File: src/rtl/abd_pkg.sv
// ----------------------------------------------------------------------------
// abd_pkg
// Shared types and constants of the anchor box decoder.
// ----------------------------------------------------------------------------
package abd_pkg;

    localparam int MAX_CLASSES_DEF = 128;
    localparam int MAX_ANCHORS_DEF = 16384;

    localparam logic [2:0] REG_SCORE_THRESHOLD = 3'd0;
    localparam logic [2:0] REG_CLASS_COUNT     = 3'd1;
    localparam logic [2:0] REG_PAD_LEFT        = 3'd2;
    localparam logic [2:0] REG_PAD_TOP         = 3'd3;
    localparam logic [2:0] REG_INVERSE_GAIN    = 3'd4;
    localparam logic [2:0] REG_IMAGE_WIDTH     = 3'd5;
    localparam logic [2:0] REG_IMAGE_HEIGHT    = 3'd6;

    localparam logic [15:0] RST_SCORE_THRESHOLD = 16'd16384;
    localparam logic [7:0]  RST_CLASS_COUNT     = 8'd80;
    localparam logic [15:0] RST_PAD_LEFT        = 16'd0;
    localparam logic [15:0] RST_PAD_TOP         = 16'd0;
    localparam logic [15:0] RST_INVERSE_GAIN    = 16'd4096;
    localparam logic [12:0] RST_IMAGE_WIDTH     = 13'd640;
    localparam logic [12:0] RST_IMAGE_HEIGHT    = 13'd640;

    localparam logic [12:0] IMAGE_MAX = 13'd4096;
    localparam logic [7:0]  CLASS_NONE = 8'hFF;

    typedef struct packed {
        logic [15:0] pad_left;
        logic [15:0] pad_top;
        logic [15:0] inverse_gain;
        logic [12:0] w_lim;
        logic [12:0] h_lim;
    } box_cfg_t;

    typedef struct packed {
        logic [15:0]        best_score;
        logic signed [7:0]  best_class;
        logic [13:0]        anchor_index;
    } meta_t;

    typedef struct packed {
        logic [15:0] cx;
        logic [15:0] cy;
        logic [15:0] w;
        logic [15:0] h;
        meta_t       meta;
    } box_item_t;

    typedef struct packed {
        logic [11:0] box_left;
        logic [11:0] box_top;
        logic [12:0] box_width;
        logic [12:0] box_height;
        meta_t       meta;
    } box_result_t;

endpackage

File: src/rtl/anchor_box_decode_argmax.sv
// ----------------------------------------------------------------------------
// anchor_box_decode_argmax
// Anchor box decoder: running class argmax, threshold, letterbox removal
// and scaling of each kept anchor.
// ----------------------------------------------------------------------------
// Channel  Dir  Signals                           Word contents (low bit up)
// s        in   s_tvalid s_tready s_tdata s_tuser feature_value; frame_start
// m        out  m_tvalid m_tready m_tdata         box fields, score, class, index
// apb      in   psel penable pwrite paddr pwdata  seven configuration registers
//
// One input word per cycle while s_tready is high; the argmax updates at the accepting edge.
// A kept anchor's result passes the hand-off register and three arithmetic stages.
// s_tready falls only when the hand-off register and all three arithmetic
// stages are full and m_tready is low.
// Reset clears counters, valids and the argmax and loads register defaults.
// ----------------------------------------------------------------------------
module anchor_box_decode_argmax
#(
    parameter int MAX_CLASSES = abd_pkg::MAX_CLASSES_DEF,
    parameter int MAX_ANCHORS = abd_pkg::MAX_ANCHORS_DEF
)
(
    input  logic        clk,
    input  logic        rst_n,
    input  logic        psel,
    input  logic        penable,
    input  logic        pwrite,
    input  logic [4:0]  paddr,
    input  logic [31:0] pwdata,
    output logic [31:0] prdata,
    output logic        pready,
    input  logic        s_tvalid,
    output logic        s_tready,
    input  logic [15:0] s_tdata,   // feature_value
    input  logic [0:0]  s_tuser,   // frame_start
    output logic        m_tvalid,
    input  logic        m_tready,
    // box_left, box_top, box_width, box_height, best_score, best_class,
    // anchor_index
    output logic [87:0] m_tdata
);

    localparam int ANCHOR_W = (MAX_ANCHORS > 1) ? $clog2(MAX_ANCHORS) : 1;
    localparam logic [ANCHOR_W-1:0] ANCHOR_LAST = ANCHOR_W'(MAX_ANCHORS - 1);
    localparam logic [ANCHOR_W-1:0] ANCHOR_ONE  = ANCHOR_W'(1);
    localparam logic [7:0] CLASS_LIMIT = 8'(MAX_CLASSES);

    logic [15:0] score_threshold_reg;
    logic [7:0]  class_count_reg;
    logic [15:0] pad_left_reg;
    logic [15:0] pad_top_reg;
    logic [15:0] inverse_gain_reg;
    logic [12:0] image_width_reg;
    logic [12:0] image_height_reg;
    logic        cfg_write;

    logic [7:0]          pos_reg, pos_next;
    logic [ANCHOR_W-1:0] anchor_reg, anchor_next;
    logic [15:0]         box_reg [4];
    logic [15:0]         best_score_reg, best_score_next;
    logic [7:0]          best_class_reg, best_class_next;

    logic                a_valid_reg, a_valid_next;
    abd_pkg::box_item_t  a_item_reg;
    logic                a_take;

    logic [7:0]          eff_pos;
    logic [ANCHOR_W-1:0] eff_anchor;
    logic [15:0]         eff_score;
    logic [7:0]          eff_class;
    logic [7:0]          cc;
    logic [8:0]          last_pos;
    logic                s_fire, is_box, is_done, upd, keep;
    logic [15:0]         new_score;
    logic [7:0]          new_class;
    logic [ANCHOR_W+13:0] anchor_ext;

    abd_pkg::box_cfg_t    cfg;
    abd_pkg::box_result_t res;

    assign pready    = 1'b1;
    assign cfg_write = psel && penable && pwrite;

    always_ff @(posedge clk or negedge rst_n)
    begin
        if (!rst_n)
        begin
            score_threshold_reg <= abd_pkg::RST_SCORE_THRESHOLD;
            class_count_reg     <= abd_pkg::RST_CLASS_COUNT;
            pad_left_reg        <= abd_pkg::RST_PAD_LEFT;
            pad_top_reg         <= abd_pkg::RST_PAD_TOP;
            inverse_gain_reg    <= abd_pkg::RST_INVERSE_GAIN;
            image_width_reg     <= abd_pkg::RST_IMAGE_WIDTH;
            image_height_reg    <= abd_pkg::RST_IMAGE_HEIGHT;
        end
        else if (cfg_write)
        begin
            case (paddr[4:2])
                abd_pkg::REG_SCORE_THRESHOLD: score_threshold_reg <= pwdata[15:0];
                abd_pkg::REG_CLASS_COUNT:     class_count_reg     <= pwdata[7:0];
                abd_pkg::REG_PAD_LEFT:        pad_left_reg        <= pwdata[15:0];
                abd_pkg::REG_PAD_TOP:         pad_top_reg         <= pwdata[15:0];
                abd_pkg::REG_INVERSE_GAIN:    inverse_gain_reg    <= pwdata[15:0];
                abd_pkg::REG_IMAGE_WIDTH:     image_width_reg     <= pwdata[12:0];
                abd_pkg::REG_IMAGE_HEIGHT:    image_height_reg    <= pwdata[12:0];
                default: ;
            endcase
        end
    end

    always_comb
    begin
        case (paddr[4:2])
            abd_pkg::REG_SCORE_THRESHOLD: prdata = {16'd0, score_threshold_reg};
            abd_pkg::REG_CLASS_COUNT:     prdata = {24'd0, class_count_reg};
            abd_pkg::REG_PAD_LEFT:        prdata = {16'd0, pad_left_reg};
            abd_pkg::REG_PAD_TOP:         prdata = {16'd0, pad_top_reg};
            abd_pkg::REG_INVERSE_GAIN:    prdata = {16'd0, inverse_gain_reg};
            abd_pkg::REG_IMAGE_WIDTH:     prdata = {19'd0, image_width_reg};
            abd_pkg::REG_IMAGE_HEIGHT:    prdata = {19'd0, image_height_reg};
            default:                      prdata = 32'd0;
        endcase
    end

    always_comb
    begin
        cfg.pad_left     = pad_left_reg;
        cfg.pad_top      = pad_top_reg;
        cfg.inverse_gain = inverse_gain_reg;
        if (image_width_reg == 13'd0)
            cfg.w_lim = 13'd1;
        else if (image_width_reg > abd_pkg::IMAGE_MAX)
            cfg.w_lim = abd_pkg::IMAGE_MAX;
        else
            cfg.w_lim = image_width_reg;
        if (image_height_reg == 13'd0)
            cfg.h_lim = 13'd1;
        else if (image_height_reg > abd_pkg::IMAGE_MAX)
            cfg.h_lim = abd_pkg::IMAGE_MAX;
        else
            cfg.h_lim = image_height_reg;
    end

    // running argmax and anchor framing
    always_comb
    begin
        if (class_count_reg == 8'd0)
            cc = 8'd1;
        else if (class_count_reg > CLASS_LIMIT)
            cc = CLASS_LIMIT;
        else
            cc = class_count_reg;
        last_pos = 9'd3 + {1'b0, cc};

        eff_pos    = s_tuser[0] ? 8'd0 : pos_reg;
        eff_anchor = s_tuser[0] ? '0 : anchor_reg;
        eff_score  = s_tuser[0] ? 16'd0 : best_score_reg;
        eff_class  = s_tuser[0] ? abd_pkg::CLASS_NONE : best_class_reg;

        is_box    = eff_pos < 8'd4;
        upd       = s_tdata > eff_score;
        new_score = upd ? s_tdata : eff_score;
        new_class = upd ? (eff_pos - 8'd4) : eff_class;
        is_done   = !is_box && ({1'b0, eff_pos} >= last_pos);
        keep      = is_done && (new_score >= score_threshold_reg);

        pos_next        = eff_pos + 8'd1;
        anchor_next     = eff_anchor;
        best_score_next = new_score;
        best_class_next = new_class;
        if (is_box)
        begin
            best_score_next = eff_score;
            best_class_next = eff_class;
        end
        else if (is_done)
        begin
            pos_next        = 8'd0;
            anchor_next     = (eff_anchor == ANCHOR_LAST) ? '0 : eff_anchor + ANCHOR_ONE;
            best_score_next = 16'd0;
            best_class_next = abd_pkg::CLASS_NONE;
        end
        anchor_ext = {14'd0, eff_anchor};
    end

    assign s_tready = !a_valid_reg || a_take;
    assign s_fire   = s_tvalid && s_tready;
    assign a_valid_next = (a_valid_reg && !a_take) || (s_fire && keep);

    always_ff @(posedge clk or negedge rst_n)
    begin
        if (!rst_n)
        begin
            pos_reg        <= 8'd0;
            anchor_reg     <= '0;
            best_score_reg <= 16'd0;
            best_class_reg <= abd_pkg::CLASS_NONE;
            box_reg[0]     <= 16'd0;
            box_reg[1]     <= 16'd0;
            box_reg[2]     <= 16'd0;
            box_reg[3]     <= 16'd0;
            a_valid_reg    <= 1'b0;
        end
        else
        begin
            a_valid_reg <= a_valid_next;
            if (s_fire)
            begin
                pos_reg        <= pos_next;
                anchor_reg     <= anchor_next;
                best_score_reg <= best_score_next;
                best_class_reg <= best_class_next;
                if (is_box)
                    box_reg[eff_pos[1:0]] <= s_tdata;
            end
        end
    end

    always_ff @(posedge clk)
    begin
        if (s_fire && keep)
        begin
            a_item_reg.cx                <= box_reg[0];
            a_item_reg.cy                <= box_reg[1];
            a_item_reg.w                 <= box_reg[2];
            a_item_reg.h                 <= box_reg[3];
            a_item_reg.meta.best_score   <= new_score;
            a_item_reg.meta.best_class   <= $signed(new_class);
            a_item_reg.meta.anchor_index <= anchor_ext[13:0];
        end
    end

    abd_box_math u_math
    (
        .clk       (clk),
        .rst_n     (rst_n),
        .cfg       (cfg),
        .in_valid  (a_valid_reg),
        .in_ready  (a_take),
        .in_item   (a_item_reg),
        .out_valid (m_tvalid),
        .out_ready (m_tready),
        .out_item  (res)
    );

    assign m_tdata = {res.meta.anchor_index, res.meta.best_class, res.meta.best_score,
                      res.box_height, res.box_width, res.box_top, res.box_left};

    a_frame_restart: assert property (@(posedge clk) disable iff (!rst_n)
        (s_tvalid && s_tready && s_tuser[0]) |=> (pos_reg == 8'd1))
        else $error("frame start did not restart position");

    a_none_zero: assert property (@(posedge clk) disable iff (!rst_n)
        (m_tvalid && (m_tdata[73:66] == abd_pkg::CLASS_NONE)) |-> (m_tdata[65:50] == 16'd0))
        else $error("no class but non-zero score");

    a_stall_source: assert property (@(posedge clk) disable iff (!rst_n)
        !s_tready |-> (a_valid_reg && !m_tready))
        else $error("input stalled without a full pipeline");

endmodule

File: src/rtl/abd_box_math.sv
// ----------------------------------------------------------------------------
// abd_box_math
// Letterbox removal, gain scaling, rounding and clamping of one kept anchor,
// in three registered stages with per-stage flow control.
// ----------------------------------------------------------------------------
module abd_box_math
(
    input  logic                 clk,
    input  logic                 rst_n,
    input  abd_pkg::box_cfg_t    cfg,
    input  logic                 in_valid,
    output logic                 in_ready,
    input  abd_pkg::box_item_t   in_item,
    output logic                 out_valid,
    input  logic                 out_ready,
    output abd_pkg::box_result_t out_item
);

    function automatic logic [11:0] edge_pixel(input logic signed [35:0] p,
                                               input logic [12:0] lim);
        logic [12:0] lm1;
        logic [35:0] top;
        logic [29:0] sum;
        lm1 = lim - 13'd1;
        top = {7'd0, lm1[11:0], 17'd0};
        sum = {1'b0, p[28:0]} + 30'h10000;
        if (p < 0)
        begin
            return 12'd0;
        end
        else if (p > $signed(top))
        begin
            return lm1[11:0];
        end
        else
        begin
            return sum[28:17];
        end
    endfunction

    function automatic logic [16:0] round_size(input logic [31:0] p);
        logic [32:0] sum;
        sum = {1'b0, p} + 33'h8000;
        return sum[32:16];
    endfunction

    function automatic logic [12:0] clamp_size(input logic [16:0] r,
                                               input logic [12:0] lim,
                                               input logic [11:0] origin);
        logic [12:0] room;
        room = lim - {1'b0, origin};
        if ({4'd0, room} < r)
        begin
            return room;
        end
        else
        begin
            return r[12:0];
        end
    endfunction

    logic                     b_valid_reg, b_valid_next;
    logic                     c_valid_reg, c_valid_next;
    logic                     o_valid_reg, o_valid_next;
    logic                     b_ready, c_ready, o_ready;
    logic                     b_load, c_load, o_load;

    logic signed [18:0]       dx, dy;
    logic signed [35:0]       px_reg, py_reg;
    logic [31:0]              pw_reg, ph_reg;
    abd_pkg::meta_t           b_meta_reg;

    logic [11:0]              xl_reg, yt_reg;
    logic [16:0]              rw_reg, rh_reg;
    abd_pkg::meta_t           c_meta_reg;

    abd_pkg::box_result_t     o_item_reg;

    assign o_ready  = !o_valid_reg || out_ready;
    assign c_ready  = !c_valid_reg || o_ready;
    assign b_ready  = !b_valid_reg || c_ready;
    assign in_ready = b_ready;

    assign b_load = in_valid && b_ready;
    assign c_load = b_valid_reg && c_ready;
    assign o_load = c_valid_reg && o_ready;

    assign b_valid_next = b_load || (b_valid_reg && !c_ready);
    assign c_valid_next = c_load || (c_valid_reg && !o_ready);
    assign o_valid_next = o_load || (o_valid_reg && !out_ready);

    assign dx = ($signed({3'd0, in_item.cx}) - $signed({3'd0, cfg.pad_left})) * 19'sd2
                - $signed({3'd0, in_item.w});
    assign dy = ($signed({3'd0, in_item.cy}) - $signed({3'd0, cfg.pad_top})) * 19'sd2
                - $signed({3'd0, in_item.h});

    always_ff @(posedge clk or negedge rst_n)
    begin
        if (!rst_n)
        begin
            b_valid_reg <= 1'b0;
            c_valid_reg <= 1'b0;
            o_valid_reg <= 1'b0;
        end
        else
        begin
            b_valid_reg <= b_valid_next;
            c_valid_reg <= c_valid_next;
            o_valid_reg <= o_valid_next;
        end
    end

    always_ff @(posedge clk)
    begin
        if (b_load)
        begin
            px_reg     <= dx * $signed({1'b0, cfg.inverse_gain});
            py_reg     <= dy * $signed({1'b0, cfg.inverse_gain});
            pw_reg     <= in_item.w * cfg.inverse_gain;
            ph_reg     <= in_item.h * cfg.inverse_gain;
            b_meta_reg <= in_item.meta;
        end
        if (c_load)
        begin
            xl_reg     <= edge_pixel(px_reg, cfg.w_lim);
            yt_reg     <= edge_pixel(py_reg, cfg.h_lim);
            rw_reg     <= round_size(pw_reg);
            rh_reg     <= round_size(ph_reg);
            c_meta_reg <= b_meta_reg;
        end
        if (o_load)
        begin
            o_item_reg.box_left   <= xl_reg;
            o_item_reg.box_top    <= yt_reg;
            o_item_reg.box_width  <= clamp_size(rw_reg, cfg.w_lim, xl_reg);
            o_item_reg.box_height <= clamp_size(rh_reg, cfg.h_lim, yt_reg);
            o_item_reg.meta       <= c_meta_reg;
        end
    end

    assign out_valid = o_valid_reg;
    assign out_item  = o_item_reg;

    a_left_inside: assert property (@(posedge clk) disable iff (!rst_n)
        o_valid_reg |-> ({1'b0, o_item_reg.box_left} < cfg.w_lim))
        else $error("box_left outside image");

    a_width_inside: assert property (@(posedge clk) disable iff (!rst_n)
        o_valid_reg |-> ({2'b0, o_item_reg.box_left} + {1'b0, o_item_reg.box_width}
                         <= {1'b0, cfg.w_lim}))
        else $error("box runs past right edge");

    a_height_inside: assert property (@(posedge clk) disable iff (!rst_n)
        o_valid_reg |-> ({2'b0, o_item_reg.box_top} + {1'b0, o_item_reg.box_height}
                         <= {1'b0, cfg.h_lim}))
        else $error("box runs past bottom edge");

endmodule

File: config.mk
export PLATFORM = sky130hd
export DESIGN_NAME = anchor_box_decode_argmax
export DESIGN_NICKNAME = d
export VERILOG_FILES = /design/src/rtl/abd_pkg.sv /design/src/rtl/anchor_box_decode_argmax.sv /design/src/rtl/abd_box_math.sv
export SDC_FILE = /design/constraint.sdc
export NUM_CORES = 2
export LEC_CHECK = 0
export ABC_CLOCK_PERIOD_IN_PS = 12770
export BUFFER_PORTS_ARGS = -buffer_cell sky130_fd_sc_hd__buf_2
export CELL_PAD_IN_SITES_DETAIL_PLACEMENT = 1
export CELL_PAD_IN_SITES_GLOBAL_PLACEMENT = 1
export CORE_MARGIN = 8
export CORE_UTILIZATION = 52
export DETAILED_ROUTE_END_ITERATION = 8
export PLACE_DENSITY_LB_ADDON = 0.05
export SETUP_SLACK_MARGIN = 0.2
export SLEW_MARGIN = 25
export SYNTH_ARGS = -nofsm -noshare
export SYNTH_HDL_FRONTEND = slang
export SYNTH_SLANG_ARGS = --single-unit
File: constraint.sdc
create_clock -name clk -period 12.77 [get_ports clk]
set_input_delay 1.277 -clock clk [delete_from_list [all_inputs] [get_ports clk]]
set_output_delay 1.277 -clock clk [all_outputs]
set_load 0.05 [all_outputs]
==> results.cfg <==
[status]
status = complete, no violations

[setup_path]
crit_fanout = 16
worstSetupEndpoint = u_math.py_reg[35]
worst-endpoint-required_ns = 13.16
worst_setup_path_start_kind = register
cp.depth = 36
cp.arrival_ns = 10.70
slowest_delay_ns = 0.74
ff2ff_path_depth = 36
crit_family = adder cells
critPathLaunch = pad_top_reg[1]
crit-reg2reg-launch = pad_top_reg[1]
rrSetupSlack_ns = 2.46
end_kind = register
path_class = reg -> reg
timing.rr.end = u_math.py_reg[35]
path_buf_inv = 4
critPathSlowestCell = nor2_2
worst_path_most_repeated_cell = fa_1

[sta]
finalCritPeriodShare_pct = 80.8
rsz0062_at_grt = no
timing.hold.ws_ns = 0.397
post-route-min-period_ns = 10.31
tightest_slew_ns = 1.04
final-hold-violation-count = 0
final.setup.tns_ns = 0
maxSlewViolCount = 0
fmax_mhz = 96.9
final-setup-viol-count = 0
clock_skew_ns = 0.0691
slew_headroom_pct = 30.6

[finish]
n_fill_cell = 14700
final_cells = 8830
antenna_cells = 0
final_common_cell = inv_1
final-seq-area_mm2 = 0.0183
layout_common_cells = inv_1, fa_1, nand2_1
final_nets = 8630
syn2layout_area_growth_pct = 7.41
multi_input_area_mm2 = 0.0453
final_layout_size_suffix_gt1_share_pct = 7.79
largest_reg_flops = 102

[routing]
drc = 0
drtIter0Drc = 2463
final_antenna_net_count = 0
vias_per_cell = 5.55
vias = 49000
drtPass1Iterations = 5
wl_per_cell_um = 22.5
routed_wl_um = 198000

[logic_synthesis]
synth_area_per_cell_um2 = 10.0
ys_async_sr_fraction_pct = 33.0
yosysSeqAreaShare_pct = 26.1
synth-seq-cells = 642
synth_top_area_share_pct = 28.5
ys.flop_type = edfxtp_1
synthCells = 6959
synth.distinct_cells = 95
synth-edff-count = 430
synth_warnings = 0
synthTopCellsByArea = fa_1, edfxtp_1, ha_1, inv_1, dfrtp_1
yosysTopAreaCell = fa_1
syn_area_mm2 = 0.0698

[grt]
grt_pass1_wl_um = 313000
grt_overflow = 0
grt_pass1_vias = 54900
antenna_found_initial = 9
track_usage_pct = 27.2
grt_max_degree = 82

[clock_tree]
cts_max_level = 3
clockBufferDepth = 3
path_clk_slew_ns = 0.06
cts_tree = done
cts_made_buffers = 75
cts_root_buf = clkbuf_16
cts_setup_buffers = 0
clk_latency_ns = 0.70
holdBufCountCts = 0
cts.sinks = 642
cts.repair.resized = 0

[placed_design]
post-dp-hpwl_um = 155000
io_buffers = 148
dp_cells = 8693
gp_congestion = 0.862

[die]
core_mm2 = 0.133
chipWidth_um = 382
initial_core_util_pct = 52.4
dieArea_mm2 = 0.146
std_cell_rows = 134
fp.dieH_um = 382
pin_count = 184

[flow_run]
drv_cap = 0

[hold_path]
hp-class = reg -> reg
==> synth_stat cells (all sizes together), types with 13 or more instances <==
library cell and instances:
and3 40, mux2 101, nand2 896, nand4 45
mux2i 39, a21o 76, or3 16, clkbuf 256
o21bai 19, edfxtp 430, fa 994, nand3 63
nor4 13, a32o 18, nor2 194, nor2b 75
o21ai 214, xnor2 187, ha 573, buf 39
xor2 69, nand2b 34, a211oi 38, a21oi 178
a22oi 13, o21a 42, dfrtp 196, a21boi 13
nor3 48, inv 1379, a31oi 16, o211ai 14
dfstp 16, and2 472
==> kinds of logic after synthesis <==
family / Yosys count / synth area share, %
other: 2 / 0.0108
XOR/XNOR: 256 / 3.22
multiplexers: 147 / 2.41
AO/OA/AOI/OAI: 734 / 6.88
buffers and inverters: 1675 / 9.17
flip-flops: 642 / 26.1
AND/OR/NAND/NOR: 1928 / 13.3
adder cells (fa/ha/maj): 1575 / 38.9
==> worst register-to-register path, delay by kind of cell, from the launching register on <==
| kind | cells | cell delay (ns) |
|---|---|---|
| adders and majority gates | 9 | 3.99 |
| AOI/OAI and AO/OA | 13 | 3.45 |
| and+or+nand+nor | 8 | 1.69 |
| DFF | 1 | 0.40 |
| xor gates and xnor gates | 2 | 0.28 |
| buffers and inverters | 4 | 0.23 |
==> metrics by stage <==
| stage | instance area (um^2) | setup slack [ns] | utilization [%] |
|---|---|---|---|
| floorplan | 69900 | 3.28 | - |
| global placement | 72500 | 2.78 | 54.4 |
| detailed placement | 72500 | 2.49 | 54.4 |
| CTS | 75000 | 2.39 | 56.3 |
| global route | 75000 | 1.78 | 56.3 |
| finish | 75000 | 2.46 | 56.3 |
==> area by class of cell <==
cell class                      count  share of cell area [%]
Sequential cell                   642                    24.3
Clock buffer                       97                    2.65
Clock inverter                     40                   0.684
Multi-Input combinational cell   4657                    60.5
Inverter                         1380                    6.91
Tap cell                         1768                    2.95
Timing Repair Buffer              246                    1.99
==> layer usage <==
| metal | vias to the layer above | global-route usage, % | share of wire (%) |
|---|---|---|---|
| met2 | 925 | 47.8 | 50 |
| met5 | - | 0 | 0 |
| li1 | 21900 | - | - |
| met3 | 305 | 2.83 | 3.9 |
| met1 | 25800 | 34.7 | 41 |
| met4 | 0 | 10.6 | 4.3 |
==> worst min path at each step <==
stage / from / endpoint / slack [ns] / cells after the start
after floorplan: a_item_reg[0] / u_math.b_meta_reg[0] / 0.40 / 0
after global placement: u_math.b_meta_reg[12] / u_math.c_meta_reg[12] / 0.40 / 0
after detailed placement: u_math.b_meta_reg[18] / u_math.c_meta_reg[18] / 0.41 / 0
after CTS: box_reg[63] / a_item_reg[101] / 0.39 / 0
after global routing: box_reg[63] / a_item_reg[101] / 0.39 / 0
final: box_reg[63] / a_item_reg[101] / 0.40 / 0
Power is not shown: default switching activity piles up to over one toggle a cycle in this logic, so the estimate is an artifact.
